**src/hw/rtl/rpg_pkg.sv**
```systemverilog
// Shared types, codes and constants of the relocation patch generator.
`timescale 1ns / 1ps
`default_nettype none

package rpg_pkg;

   // Image layout.
   localparam logic [31:0] HEADER_BYTES = 32'd52;
   localparam logic [31:0] LA32_LOW_STEP = 32'd4;
   localparam logic [31:0] HALF_MASK = 32'h0000_FFFF;
   localparam int unsigned HALF_SHIFT = 16;

   // Relocation types as they arrive.
   localparam logic [3:0] RELOC_BRANCH28 = 4'd0;
   localparam logic [3:0] RELOC_PTR32 = 4'd1;
   localparam logic [3:0] RELOC_LA32 = 4'd2;

   // Segment codes.
   localparam logic [3:0] SEG_TEXT = 4'd0;
   localparam logic [3:0] SEG_RODATA = 4'd1;
   localparam logic [3:0] SEG_DATA = 4'd2;
   localparam logic [3:0] SEG_BSS = 4'd3;
   localparam logic [3:0] SEG_EXTERN = 4'd4;

   // Result kinds.
   localparam logic [1:0] RK_W32 = 2'd0;
   localparam logic [1:0] RK_W16 = 2'd1;
   localparam logic [1:0] RK_BRANCH = 2'd2;
   localparam logic [1:0] RK_BAD = 2'd3;

   // Register indexes of the configuration port.
   localparam int unsigned CSR_INDEX_W = 3;
   localparam logic [CSR_INDEX_W-1:0] CSR_TEXT_BYTES = 3'd0;
   localparam logic [CSR_INDEX_W-1:0] CSR_RODATA_BYTES = 3'd1;
   localparam logic [CSR_INDEX_W-1:0] CSR_DATA_BYTES = 3'd2;
   localparam logic [CSR_INDEX_W-1:0] CSR_RO_BASE = 3'd3;
   localparam logic [CSR_INDEX_W-1:0] CSR_RW_BASE = 3'd4;

   // Queue between front and back.
   localparam int unsigned QUEUE_DEPTH = 4;
   localparam int unsigned QUEUE_AW = $clog2(QUEUE_DEPTH);

   // What the back has to do for one entry.
   typedef enum logic [1:0] {
      OP_W32,
      OP_LA32,
      OP_BRANCH,
      OP_BAD
   } op_type;

   // Configuration as the datapath sees it; sizes are already rounded.
   typedef struct packed {
      logic [31:0] text_rnd;
      logic [31:0] rodata_rnd;
      logic [31:0] data_rnd;
      logic [31:0] ro_base;
      logic [31:0] rw_base;
   } cfg_type;

   // One classified entry waiting for the back.
   typedef struct packed {
      op_type      op;
      logic [31:0] target;
      logic [31:0] loc;
   } entry_type;

   // Queue status seen by both sides.
   typedef struct packed {
      logic full;
      logic empty;
   } qstat_type;

   function automatic logic [31:0] round4(input logic [31:0] n);
      round4 = (n + 32'd3) & ~32'd3;
   endfunction

endpackage

`default_nettype wire

```
**src/hw/rtl/rpg_front.sv**
```systemverilog
// Front part: accepts relocation entries, classifies them and computes addresses.
`timescale 1ns / 1ps
`default_nettype none

module rpg_front
   import rpg_pkg::*;
(
   input  wire logic        clock,
   input  wire logic        reset,
   input  wire logic        req_valid,
   output logic             req_stall,
   input  wire logic [3:0]  req_reloc_kind,
   input  wire logic [3:0]  req_src_segment,
   input  wire logic [3:0]  req_dst_segment,
   input  wire logic [31:0] req_src_offset,
   input  wire logic [31:0] req_dst_offset,
   input  wire cfg_type     cfg,
   input  wire qstat_type   qstat,
   output logic             push,
   output entry_type        push_entry
);

   logic advance;
   logic accept;
   logic keep_in;
   op_type op_in;

   // Stage 1 registers.
   logic        s1_valid_ff;
   op_type      s1_op_ff;
   logic [1:0]  s1_src_ff;
   logic [1:0]  s1_dst_ff;
   logic [31:0] s1_soff_ff;
   logic [31:0] s1_doff_ff;
   logic [31:0] s1_doff_rd_ff;
   logic [31:0] s1_a1_ff;
   logic [31:0] s1_i1_ff;
   logic [31:0] s1_rrd_ff;

   // Stage 2 registers.
   logic        s2_valid_ff;
   op_type      s2_op_ff;
   logic [1:0]  s2_src_ff;
   logic [1:0]  s2_dst_ff;
   logic [31:0] s2_soff_ff;
   logic [31:0] s2_doff_ff;
   logic [31:0] s2_doff_rd_ff;
   logic [31:0] s2_a1_ff;
   logic [31:0] s2_a2_ff;
   logic [31:0] s2_i1_ff;
   logic [31:0] s2_i2_ff;
   logic [31:0] s2_i3_ff;

   // Stage 3 registers.
   logic        s3_valid_ff;
   op_type      s3_op_ff;
   logic [31:0] s3_target_ff;
   logic [31:0] s3_loc_ff;

   logic [31:0] a2_in;
   logic [31:0] tbase_in;
   logic [31:0] taddend_in;
   logic [31:0] lbase_in;

   // The whole pipeline moves together unless its last stage cannot enter the queue.
   assign advance   = !s3_valid_ff || !qstat.full;
   assign req_stall = !advance;
   assign accept    = req_valid && advance;
   assign push      = s3_valid_ff && !qstat.full;
   assign push_entry = '{op: s3_op_ff, target: s3_target_ff, loc: s3_loc_ff};

   // External targets are dropped here and never reach the queue.
   always_comb begin
      keep_in = (req_dst_segment != SEG_EXTERN);
      if (req_reloc_kind > RELOC_LA32) begin
         op_in = OP_BAD;
      end else if (req_reloc_kind == RELOC_BRANCH28) begin
         op_in = OP_BRANCH;
      end else if ((req_src_segment > SEG_BSS) || (req_dst_segment > SEG_EXTERN)) begin
         op_in = OP_BAD;
      end else if (req_reloc_kind == RELOC_PTR32) begin
         op_in = OP_W32;
      end else begin
         op_in = OP_LA32;
      end
   end

   always_comb begin
      a2_in = (cfg.rw_base != 32'd0) ? cfg.rw_base : (s1_a1_ff + cfg.rodata_rnd);

      case (s2_dst_ff)
         SEG_TEXT[1:0]:   tbase_in = cfg.ro_base;
         SEG_RODATA[1:0]: tbase_in = s2_a1_ff;
         default:         tbase_in = s2_a2_ff;
      endcase
      taddend_in = (s2_dst_ff == SEG_BSS[1:0]) ? s2_doff_rd_ff : s2_doff_ff;

      case (s2_src_ff)
         SEG_TEXT[1:0]:   lbase_in = HEADER_BYTES;
         SEG_RODATA[1:0]: lbase_in = s2_i1_ff;
         SEG_DATA[1:0]:   lbase_in = s2_i2_ff;
         default:         lbase_in = s2_i3_ff;
      endcase
   end

   always_ff @(posedge clock) begin
      if (reset) begin
         s1_valid_ff <= 1'b0;
         s2_valid_ff <= 1'b0;
         s3_valid_ff <= 1'b0;
      end else if (advance) begin
         s1_valid_ff <= accept && keep_in;
         s2_valid_ff <= s1_valid_ff;
         s3_valid_ff <= s2_valid_ff;
      end
   end

   always_ff @(posedge clock) begin
      if (advance) begin
         s1_op_ff      <= op_in;
         s1_src_ff     <= req_src_segment[1:0];
         s1_dst_ff     <= req_dst_segment[1:0];
         s1_soff_ff    <= req_src_offset;
         s1_doff_ff    <= req_dst_offset;
         s1_doff_rd_ff <= req_dst_offset + cfg.data_rnd;
         s1_a1_ff      <= cfg.ro_base + cfg.text_rnd;
         s1_i1_ff      <= HEADER_BYTES + cfg.text_rnd;
         s1_rrd_ff     <= cfg.rodata_rnd + cfg.data_rnd;

         s2_op_ff      <= s1_op_ff;
         s2_src_ff     <= s1_src_ff;
         s2_dst_ff     <= s1_dst_ff;
         s2_soff_ff    <= s1_soff_ff;
         s2_doff_ff    <= s1_doff_ff;
         s2_doff_rd_ff <= s1_doff_rd_ff;
         s2_a1_ff      <= s1_a1_ff;
         s2_a2_ff      <= a2_in;
         s2_i1_ff      <= s1_i1_ff;
         s2_i2_ff      <= s1_i1_ff + cfg.rodata_rnd;
         s2_i3_ff      <= s1_i1_ff + s1_rrd_ff;

         s3_op_ff      <= s2_op_ff;
         s3_target_ff  <= tbase_in + taddend_in;
         s3_loc_ff     <= lbase_in + s2_soff_ff;
      end
   end

endmodule

`default_nettype wire

```
**src/hw/rtl/rpg_queue.sv**
```systemverilog
// Short queue of classified entries between the front and the back.
`timescale 1ns / 1ps
`default_nettype none

module rpg_queue
   import rpg_pkg::*;
(
   input  wire logic      clock,
   input  wire logic      reset,
   input  wire logic      push,
   input  wire entry_type push_entry,
   input  wire logic      pop,
   output entry_type      pop_entry,
   output qstat_type      qstat
);

   entry_type            slots_ff [QUEUE_DEPTH];
   logic [QUEUE_AW-1:0]  wr_ptr_ff;
   logic [QUEUE_AW-1:0]  rd_ptr_ff;
   logic [QUEUE_AW:0]    count_ff;
   logic [QUEUE_AW:0]    count_in;

   assign qstat.full  = (count_ff == (QUEUE_AW+1)'(QUEUE_DEPTH));
   assign qstat.empty = (count_ff == '0);
   assign pop_entry   = slots_ff[rd_ptr_ff];

   always_comb begin
      count_in = count_ff;
      if (push && !pop) begin
         count_in = count_ff + 1'b1;
      end else if (pop && !push) begin
         count_in = count_ff - 1'b1;
      end
   end

   always_ff @(posedge clock) begin
      if (reset) begin
         wr_ptr_ff <= '0;
         rd_ptr_ff <= '0;
         count_ff  <= '0;
      end else begin
         if (push) begin
            wr_ptr_ff <= wr_ptr_ff + 1'b1;
         end
         if (pop) begin
            rd_ptr_ff <= rd_ptr_ff + 1'b1;
         end
         count_ff <= count_in;
      end
   end

   always_ff @(posedge clock) begin
      if (push) begin
         slots_ff[wr_ptr_ff] <= push_entry;
      end
   end

endmodule

`default_nettype wire

```
**src/hw/rtl/rpg_back.sv**
```systemverilog
// Back part: turns queued entries into result transfers.
`timescale 1ns / 1ps
`default_nettype none

module rpg_back
   import rpg_pkg::*;
(
   input  wire logic        clock,
   input  wire logic        reset,
   input  wire qstat_type   qstat,
   input  wire entry_type   pop_entry,
   output logic             pop,
   output logic             rsp_valid,
   input  wire logic        rsp_stall,
   output logic [1:0]       rsp_result_kind,
   output logic [31:0]      rsp_image_offset,
   output logic [31:0]      rsp_write_data,
   output logic             rsp_last
);

   logic        rsp_valid_ff;
   logic        rsp_valid_in;
   logic        low_pend_ff;
   logic        low_pend_in;
   logic [1:0]  kind_ff;
   logic [1:0]  kind_in;
   logic [31:0] offset_ff;
   logic [31:0] offset_in;
   logic [31:0] data_ff;
   logic [31:0] data_in;
   logic        last_ff;
   logic        last_in;
   logic [31:0] low_loc_ff;
   logic [31:0] low_loc_in;
   logic [31:0] low_data_ff;
   logic [31:0] low_data_in;
   logic        load;

   // The output register takes a new result when empty or when its result is taken.
   assign load = !rsp_valid_ff || !rsp_stall;
   assign pop  = load && !low_pend_ff && !qstat.empty;

   assign rsp_valid        = rsp_valid_ff;
   assign rsp_result_kind  = kind_ff;
   assign rsp_image_offset = offset_ff;
   assign rsp_write_data   = data_ff;
   assign rsp_last         = last_ff;

   always_comb begin
      rsp_valid_in = rsp_valid_ff;
      low_pend_in  = low_pend_ff;
      kind_in      = kind_ff;
      offset_in    = offset_ff;
      data_in      = data_ff;
      last_in      = last_ff;
      low_loc_in   = low_loc_ff;
      low_data_in  = low_data_ff;
      if (load) begin
         if (low_pend_ff) begin
            rsp_valid_in = 1'b1;
            low_pend_in  = 1'b0;
            kind_in      = RK_W16;
            offset_in    = low_loc_ff;
            data_in      = low_data_ff;
            last_in      = 1'b1;
         end else if (!qstat.empty) begin
            rsp_valid_in = 1'b1;
            case (pop_entry.op)
               OP_W32: begin
                  kind_in   = RK_W32;
                  offset_in = pop_entry.loc;
                  data_in   = pop_entry.target;
                  last_in   = 1'b1;
               end
               OP_LA32: begin
                  low_pend_in = 1'b1;
                  kind_in     = RK_W16;
                  offset_in   = pop_entry.loc;
                  data_in     = (pop_entry.target >> HALF_SHIFT) & HALF_MASK;
                  last_in     = 1'b0;
                  low_loc_in  = pop_entry.loc + LA32_LOW_STEP;
                  low_data_in = pop_entry.target & HALF_MASK;
               end
               OP_BRANCH: begin
                  kind_in   = RK_BRANCH;
                  offset_in = 32'd0;
                  data_in   = 32'd0;
                  last_in   = 1'b1;
               end
               default: begin
                  kind_in   = RK_BAD;
                  offset_in = 32'd0;
                  data_in   = 32'd0;
                  last_in   = 1'b1;
               end
            endcase
         end else begin
            rsp_valid_in = 1'b0;
         end
      end
   end

   always_ff @(posedge clock) begin
      if (reset) begin
         rsp_valid_ff <= 1'b0;
         low_pend_ff  <= 1'b0;
      end else begin
         rsp_valid_ff <= rsp_valid_in;
         low_pend_ff  <= low_pend_in;
      end
   end

   always_ff @(posedge clock) begin
      kind_ff     <= kind_in;
      offset_ff   <= offset_in;
      data_ff     <= data_in;
      last_ff     <= last_in;
      low_loc_ff  <= low_loc_in;
      low_data_ff <= low_data_in;
   end

   // While the low half waits, the high half of the same entry is on the output.
   a_pend_shows_high: assert property (@(posedge clock) disable iff (reset)
      low_pend_ff |-> (rsp_valid_ff && (kind_ff == RK_W16) && !last_ff))
      else $error("low half pending without its high half on the output");

   // A result that is not the last of its entry always has a follow-up pending.
   a_not_last_pend: assert property (@(posedge clock) disable iff (reset)
      (rsp_valid_ff && !last_ff) |-> low_pend_ff)
      else $error("non-final result without a pending low half");

   // No new entry is taken while an entry's low half is still owed.
   a_no_pop_while_pend: assert property (@(posedge clock) disable iff (reset)
      pop |-> (!low_pend_ff && !qstat.empty))
      else $error("entry taken from the queue while a low half is owed");

endmodule

`default_nettype wire

```
**src/hw/rtl/relocation_patch_generator_top.sv**
```systemverilog
// Top level of the relocation patch generator: configuration registers and datapath.
`timescale 1ns / 1ps
`default_nettype none

// Usage. Relocation entries arrive on the req_ channel and are taken at a rising
// edge with req_valid high and req_stall low. Patch results leave on the rsp_
// channel under the same valid/stall rule; every transfer carries a result kind,
// an image offset, the data to write and a last flag that closes the entry.
// A pointer entry gives one 32-bit write, a load-address entry gives two 16-bit
// writes (high half first), an external target gives nothing, and a branch or a
// malformed entry gives a single notice.
// The user is to write segment sizes and load bases through the csr_ port only
// while no entry is in flight; the block itself does not enforce this. Sizes are
// rounded up to whole words as they are written. A three-stage address pipeline
// (one adder deep per stage) feeds a four-entry queue, and the back end puts out
// one result per cycle while the receiver does not stall, so entries flow at one
// per cycle for single-result kinds; no new entry is taken while a load-address
// entry's low half is owed; the back end's single output register sets that rate.
// When the receiver stalls, the output holds, the queue fills, and only then does
// req_stall rise. Reset is synchronous: it empties pipeline, queue and output and
// clears all configuration registers to zero.
module relocation_patch_generator_top
   import rpg_pkg::*;
(
   input  wire logic                   clock,
   input  wire logic                   reset,
   input  wire logic                   csr_write,
   input  wire logic [CSR_INDEX_W-1:0] csr_index,
   input  wire logic [31:0]            csr_wdata,
   input  wire logic                   req_valid,
   output logic                        req_stall,
   input  wire logic [3:0]             req_reloc_kind,
   input  wire logic [3:0]             req_src_segment,
   input  wire logic [3:0]             req_dst_segment,
   input  wire logic [31:0]            req_src_offset,
   input  wire logic [31:0]            req_dst_offset,
   output logic                        rsp_valid,
   input  wire logic                   rsp_stall,
   output logic [1:0]                  rsp_result_kind,
   output logic [31:0]                 rsp_image_offset,
   output logic [31:0]                 rsp_write_data,
   output logic                        rsp_last
);

   cfg_type   cfg_ff;
   qstat_type qstat;
   logic      push;
   logic      pop;
   entry_type push_entry;
   entry_type pop_entry;

   // Sizes are stored already rounded, so the datapath never rounds per entry.
   // Writes to indexes beyond the register list are dropped.
   always_ff @(posedge clock) begin
      if (reset) begin
         cfg_ff <= '0;
      end else if (csr_write) begin
         case (csr_index)
            CSR_TEXT_BYTES:   cfg_ff.text_rnd   <= round4(csr_wdata);
            CSR_RODATA_BYTES: cfg_ff.rodata_rnd <= round4(csr_wdata);
            CSR_DATA_BYTES:   cfg_ff.data_rnd   <= round4(csr_wdata);
            CSR_RO_BASE:      cfg_ff.ro_base    <= csr_wdata;
            CSR_RW_BASE:      cfg_ff.rw_base    <= csr_wdata;
            default:          cfg_ff            <= cfg_ff;
         endcase
      end
   end

   rpg_front u_front (
      .clock           (clock),
      .reset           (reset),
      .req_valid       (req_valid),
      .req_stall       (req_stall),
      .req_reloc_kind  (req_reloc_kind),
      .req_src_segment (req_src_segment),
      .req_dst_segment (req_dst_segment),
      .req_src_offset  (req_src_offset),
      .req_dst_offset  (req_dst_offset),
      .cfg             (cfg_ff),
      .qstat           (qstat),
      .push            (push),
      .push_entry      (push_entry)
   );

   rpg_queue u_queue (
      .clock      (clock),
      .reset      (reset),
      .push       (push),
      .push_entry (push_entry),
      .pop        (pop),
      .pop_entry  (pop_entry),
      .qstat      (qstat)
   );

   rpg_back u_back (
      .clock            (clock),
      .reset            (reset),
      .qstat            (qstat),
      .pop_entry        (pop_entry),
      .pop              (pop),
      .rsp_valid        (rsp_valid),
      .rsp_stall        (rsp_stall),
      .rsp_result_kind  (rsp_result_kind),
      .rsp_image_offset (rsp_image_offset),
      .rsp_write_data   (rsp_write_data),
      .rsp_last         (rsp_last)
   );

endmodule

`default_nettype wire
```
**config.mk**
```make
export PLATFORM = sky130hd
export DESIGN_NAME = relocation_patch_generator_top
export DESIGN_NICKNAME = d
export VERILOG_FILES = /design/src/hw/rtl/rpg_pkg.sv /design/src/hw/rtl/rpg_front.sv /design/src/hw/rtl/rpg_queue.sv /design/src/hw/rtl/rpg_back.sv /design/src/hw/rtl/relocation_patch_generator_top.sv
export SDC_FILE = /design/constraint.sdc
export NUM_CORES = 2
export LEC_CHECK = 0
export BUFFER_PORTS_ARGS = -buffer_cell sky130_fd_sc_hd__buf_2
export CORE_AREA = 2 2 297 299
export CTS_BUF_LIST = sky130_fd_sc_hd__clkbuf_8
export DETAILED_ROUTE_END_ITERATION = 12
export DIE_AREA = 0 0 299 301
export PLACE_DENSITY = 0.77
export SLEW_MARGIN = 20
export SYNTH_ARGS = -nofsm -noshare
export SYNTH_HDL_FRONTEND = slang
export SYNTH_HIERARCHICAL = 1
export SYNTH_SLANG_ARGS = --single-unit
```
**constraint.sdc**
```tcl
create_clock -name clock -period 27.2 [get_ports clock]
set_input_delay 2.72 -clock clock [delete_from_list [all_inputs] [get_ports clock]]
set_output_delay 2.72 -clock clock [all_outputs]
set_load 0.005 [all_outputs]
```
==> impl_table.tex <==
\begin{tabular}{lr}
\hline
Metric & Value \\
\hline
\multicolumn{2}{l}{\textbf{Global routing}} \\
Wire length of the first global-routing pass & 187700 um \\
Initial antenna violation count & 13 \\
GR Overflow Total & 0 \\
Largest net degree at the start of global routing & 180 \\
Total routing usage reported by global routing & 27.29\% \\
Via count of the first global-routing pass & 32530 \\
\multicolumn{2}{l}{\textbf{Die}} \\
Top-level port count & 185 \\
Die Footprint & 90000 um2 \\
Placeable core area & 86480 um2 \\
DIE HEIGHT & 301 um \\
Chip width & 299 um \\
Row cnt & 108 \\
Starting Density & 59.73\% \\
\multicolumn{2}{l}{\textbf{Synth}} \\
Syn. warnings & 6 \\
Fraction of the mapped netlist area in compound gates & 13.17\% \\
Synth unique cells & 91 \\
Synthesized-area fraction occupied by and/or/nand/nor cells & 8.776\% \\
Post-synthesis share of cell area spent on full adders, half adders and majority gates & 6.526\% \\
Cell taking the most area after synthesis & edfxtp\_1 \\
Fraction of synthesized cell area taken by the top area cell type & 52.61\% \\
Most instantiated library cell after synthesis & edfxtp\_1 \\
Area of the mapped netlist & 51650 um2 \\
Main flop type after synthesis & edfxtp\_1 \\
Combinational family with the most area after synthesis & compound AO/OA/AOI/OAI gates \\
Synth top cells by count & 905 x edfxtp\_1, 334 x nand2\_1, 307 x a21oi\_1 \\
Parity-gate share of the synthesized area counting xor and xnor cells & 5.121\% \\
Mapped Cells & 4053 \\
Async set-or-reset flop fraction in the synthesized netlist & 0\% \\
Share of synthesized area occupied by flip-flops and latches & 59.12\% \\
Flip-flop and latch count after synthesis & 1073 \\
Number of synthesized flops with an enable pin & 905 \\
Share of synthesized area spent on multiplexers & 5.348\% \\
Largest cells by area after synthesis & edfxtp\_1 53\%, dfxtp\_1 6.5\%, ha\_1 6.2\%, xnor2\_1 3.4\%, a21oi\_1 3.0\% \\
Average cell area after synthesis & 12.74 um2 \\
\multicolumn{2}{l}{\textbf{Pwr}} \\
Leakage power & 0.02321 uW \\
Max rail drop VDD & 0.05687 mV \\
PD cells & 73.27 nW/um2 \\
\multicolumn{2}{l}{\textbf{STA}} \\
Relative slew slack & 17.14\% \\
Maximum operating frequency & 0.1840 GHz \\
Final-report max-slew violation count & 0 \\
Final Hold Slack & 394.1 ps \\
Final setup fails & 0 \\
Part of the cycle the worst path needs & 19.98\% \\
Clock period minus worst slack & 5436 ps \\
Slew at the pin closest to its max-slew limit & 1232 ps \\
Unrepaired setup endpoints after global routing & no \\
Final setup skew & 61.38 ps \\
Final number of hold-violating endpoints & 0 \\
Setup tns final & 0 ps \\
\multicolumn{2}{l}{\textbf{Clocking}} \\
Clock tree buffer depth & 3 \\
Clock slew at the register clock pins of the worst setup and hold paths & 60 ps \\
Hold bufs inserted after CTS & 0 \\
Clock buffers created by TritonCTS & 171 \\
Clk Latency, worst-skew pair & 890 ps \\
H-tree depth reported by CTS & 4 \\
Clock Sink Count & 1073 \\
Buffers inserted by post-CTS timing repair & 0 \\
CTS tree & done \\
Cts repair resizes & 0 \\
Clock tree root driver cell & clkbuf\_8 \\
\multicolumn{2}{l}{\textbf{Cells and area}} \\
Synth-to-layout area growth & 10.36\% \\
Fraction of layout instances using a drive strength above 1 & 13.76\% \\
\# nets final & 4682 \\
\multicolumn{2}{l}{\textbf{Setup path}} \\
Element type at the critical path end & output port \\
Cell depth of the worst flop-to-flop path & 14 \\
Critical Setup Path Class & reg -> out \\
Worst setup SP type & register \\
Biggest fanout along the worst timing path & 73 \\
Worst R2R Setup Slack & 22520 ps \\
FF-to-FF Start & u\_front/s2\_dst\_ff[0] \\
Endpoint of the worst-slack reg-to-reg timing path & u\_front/s3\_target\_ff[30] \\
Required time reported for the critical path endpoint & 24480 ps \\
Data arrival time at the worst-slack endpoint & 2720 ps \\
\multicolumn{2}{l}{\textbf{Drt}} \\
Aggregate routed wire length & 124000 um \\
Via-per-instance ratio & 6.125 \\
Via total after detailed routing & 34280 \\
Residual DRC count & 0 \\
Post-route ant nets & 0 \\
Routed wirelength normalized by instance count & 22.16 um \\
Initial DRT Pass Iterations & 8 \\
Drt first-iter violations & 3625 \\
\multicolumn{2}{l}{\textbf{Placed design}} \\
GPL Wtd Cong & 0.9526 \\
Quantity of I/O buffers inserted on ports & 184 \\
Detailed placement HPWL & 89510 um \\
\multicolumn{2}{l}{\textbf{Min path}} \\
Path type of the worst min-delay path & reg -> reg \\
Hold path endpoint & u\_front/s2\_doff\_rd\_ff[25] \\
Worst Hold Path Cells & 0 \\
Start point of the worst min-delay path & u\_front/s1\_doff\_rd\_ff[25] \\
\multicolumn{2}{l}{\textbf{Flow run}} \\
Number of max-cap violations & 0 \\
\multicolumn{2}{l}{\textbf{Status}} \\
Run status & completed \\
\hline
\end{tabular}
[cells by family (layout without fill, tap and decap cells)]
logic type               count (synthesis)  after routing
flip-flops                            1073           1073
AO/OA/AOI/OAI                         1058           1058
AND/OR/NAND/NOR                        929            929
XOR/XNOR                               302            302
adder cells (fa/ha/maj)                264            264
buffers and inverters                  240            604
multiplexers                           186            186
other                                    1             26
[registers in the layout, summed over array words and instances (netlist names), 32 cells and up, named ones only]
name,cells
u_front/s2_i3_ff,32
u_front/s2_doff_ff,32
u_front/s2_a1_ff,32
u_front/s2_doff_rd_ff,32
u_back/rsp_write_data,32
u_front/s3_target_ff,32
u_front/s2_soff_ff,32
u_front/s1_doff_rd_ff,32
u_front/s1_doff_ff,32
u_back/low_loc_ff,32
u_queue/slots_ff,264
u_front/s1_rrd_ff,32
u_front/s1_soff_ff,32
u_front/s2_a2_ff,32
cfg_ff,154
u_front/s2_i1_ff,32
u_front/s2_i2_ff,32
u_back/rsp_image_offset,32
u_front/s3_loc_ff,32
u_front/s1_a1_ff,32
u_front/s1_i1_ff,32
[cells in the final DEF, fill, tap and decap left out, types with 33 or more instances in the layout]
cell type  netlist  routed
nand2b_1        33      33
and3_1          35      34
ha_1           255     255
nand2_1        334     333
a211oi_1        37      37
a21o_1         165     165
buf_2           14     183
mux2i_1         60      60
nand4_1         41      41
inv_1           88     153
xor2_1          99      99
a22o_1          58      58
a21oi_1        307     306
xnor2_1        203     203
nor2_1         177     175
nand3_1         76      75
nor3_1          45      44
o21ai_0        217     217
mux4_2          66      66
a31oi_1         65      65
mux2_2          60      60
nor2b_1         36      35
dfxtp_1        168     165
edfxtp_1       905     905
clkbuf_8         0     179
[where the power goes]
part	leakage (uW)	internal (uW)	switching, uW
Combinational	0.0106	289	397
Clock	0.00190	665	638
Sequential	0.0107	2070	118
Total	0.0232	3020	1150
[per-stage QoR]
step           setup slack (ps)  util (%)  power [uW]  instances  instance area, um2
4_1_cts                   21660     65.85        4205       5587               56950
5_1_grt                   21500     65.90        4356       5593               56990
3_3_place_gp              21520     62.13        2873       5283               53730
6_report                  21760     65.91        4177       5597               57000
2_1_floorplan             11390         -        2668       4069               51710
3_5_place_dp              21530     62.13        2900       5283               53730
[critical path, cell delays in order, from the launching register on]
cell and delay, ps:
dfxtp_1 360, nor3b_1 420, nand2_4 610, inv_1 310, buf_2 160
[worst max path at each step]
stage                        startpoint                        end  slack, ps
floorplan           u_queue/count_ff[0]                  req_stall      11390
CTS                 u_queue/count_ff[2]                  req_stall      21660
global placement      req_dst_offset[3]  u_front/s1_doff_rd_ff[26]      21520
finish              u_queue/count_ff[2]                  req_stall      21760
global route        u_queue/count_ff[2]                  req_stall      21500
detailed placement    req_dst_offset[3]  u_front/s1_doff_rd_ff[30]      21530
[per-layer routing]
layer / GRT usage (%) / share of wire (%)
met2: 43.22 / 47
met4: 11.81 / 3.8
met5: 0 / 0.019
met3: 4.675 / 7.7
met1: 37.44 / 42
[area by class of cell]
type	instances	area (um2)
fillers	6360	29480
inverters	88	330.3
multi-input cells	2756	20270
repair buffers	212	1166
flip-flops and latches	1073	30550
well taps	1155	1445
diodes	9	22.52
clock buffers	179	2464
clock inverters	125	755.7
Note: power is estimated with default switching activity, not from simulation.
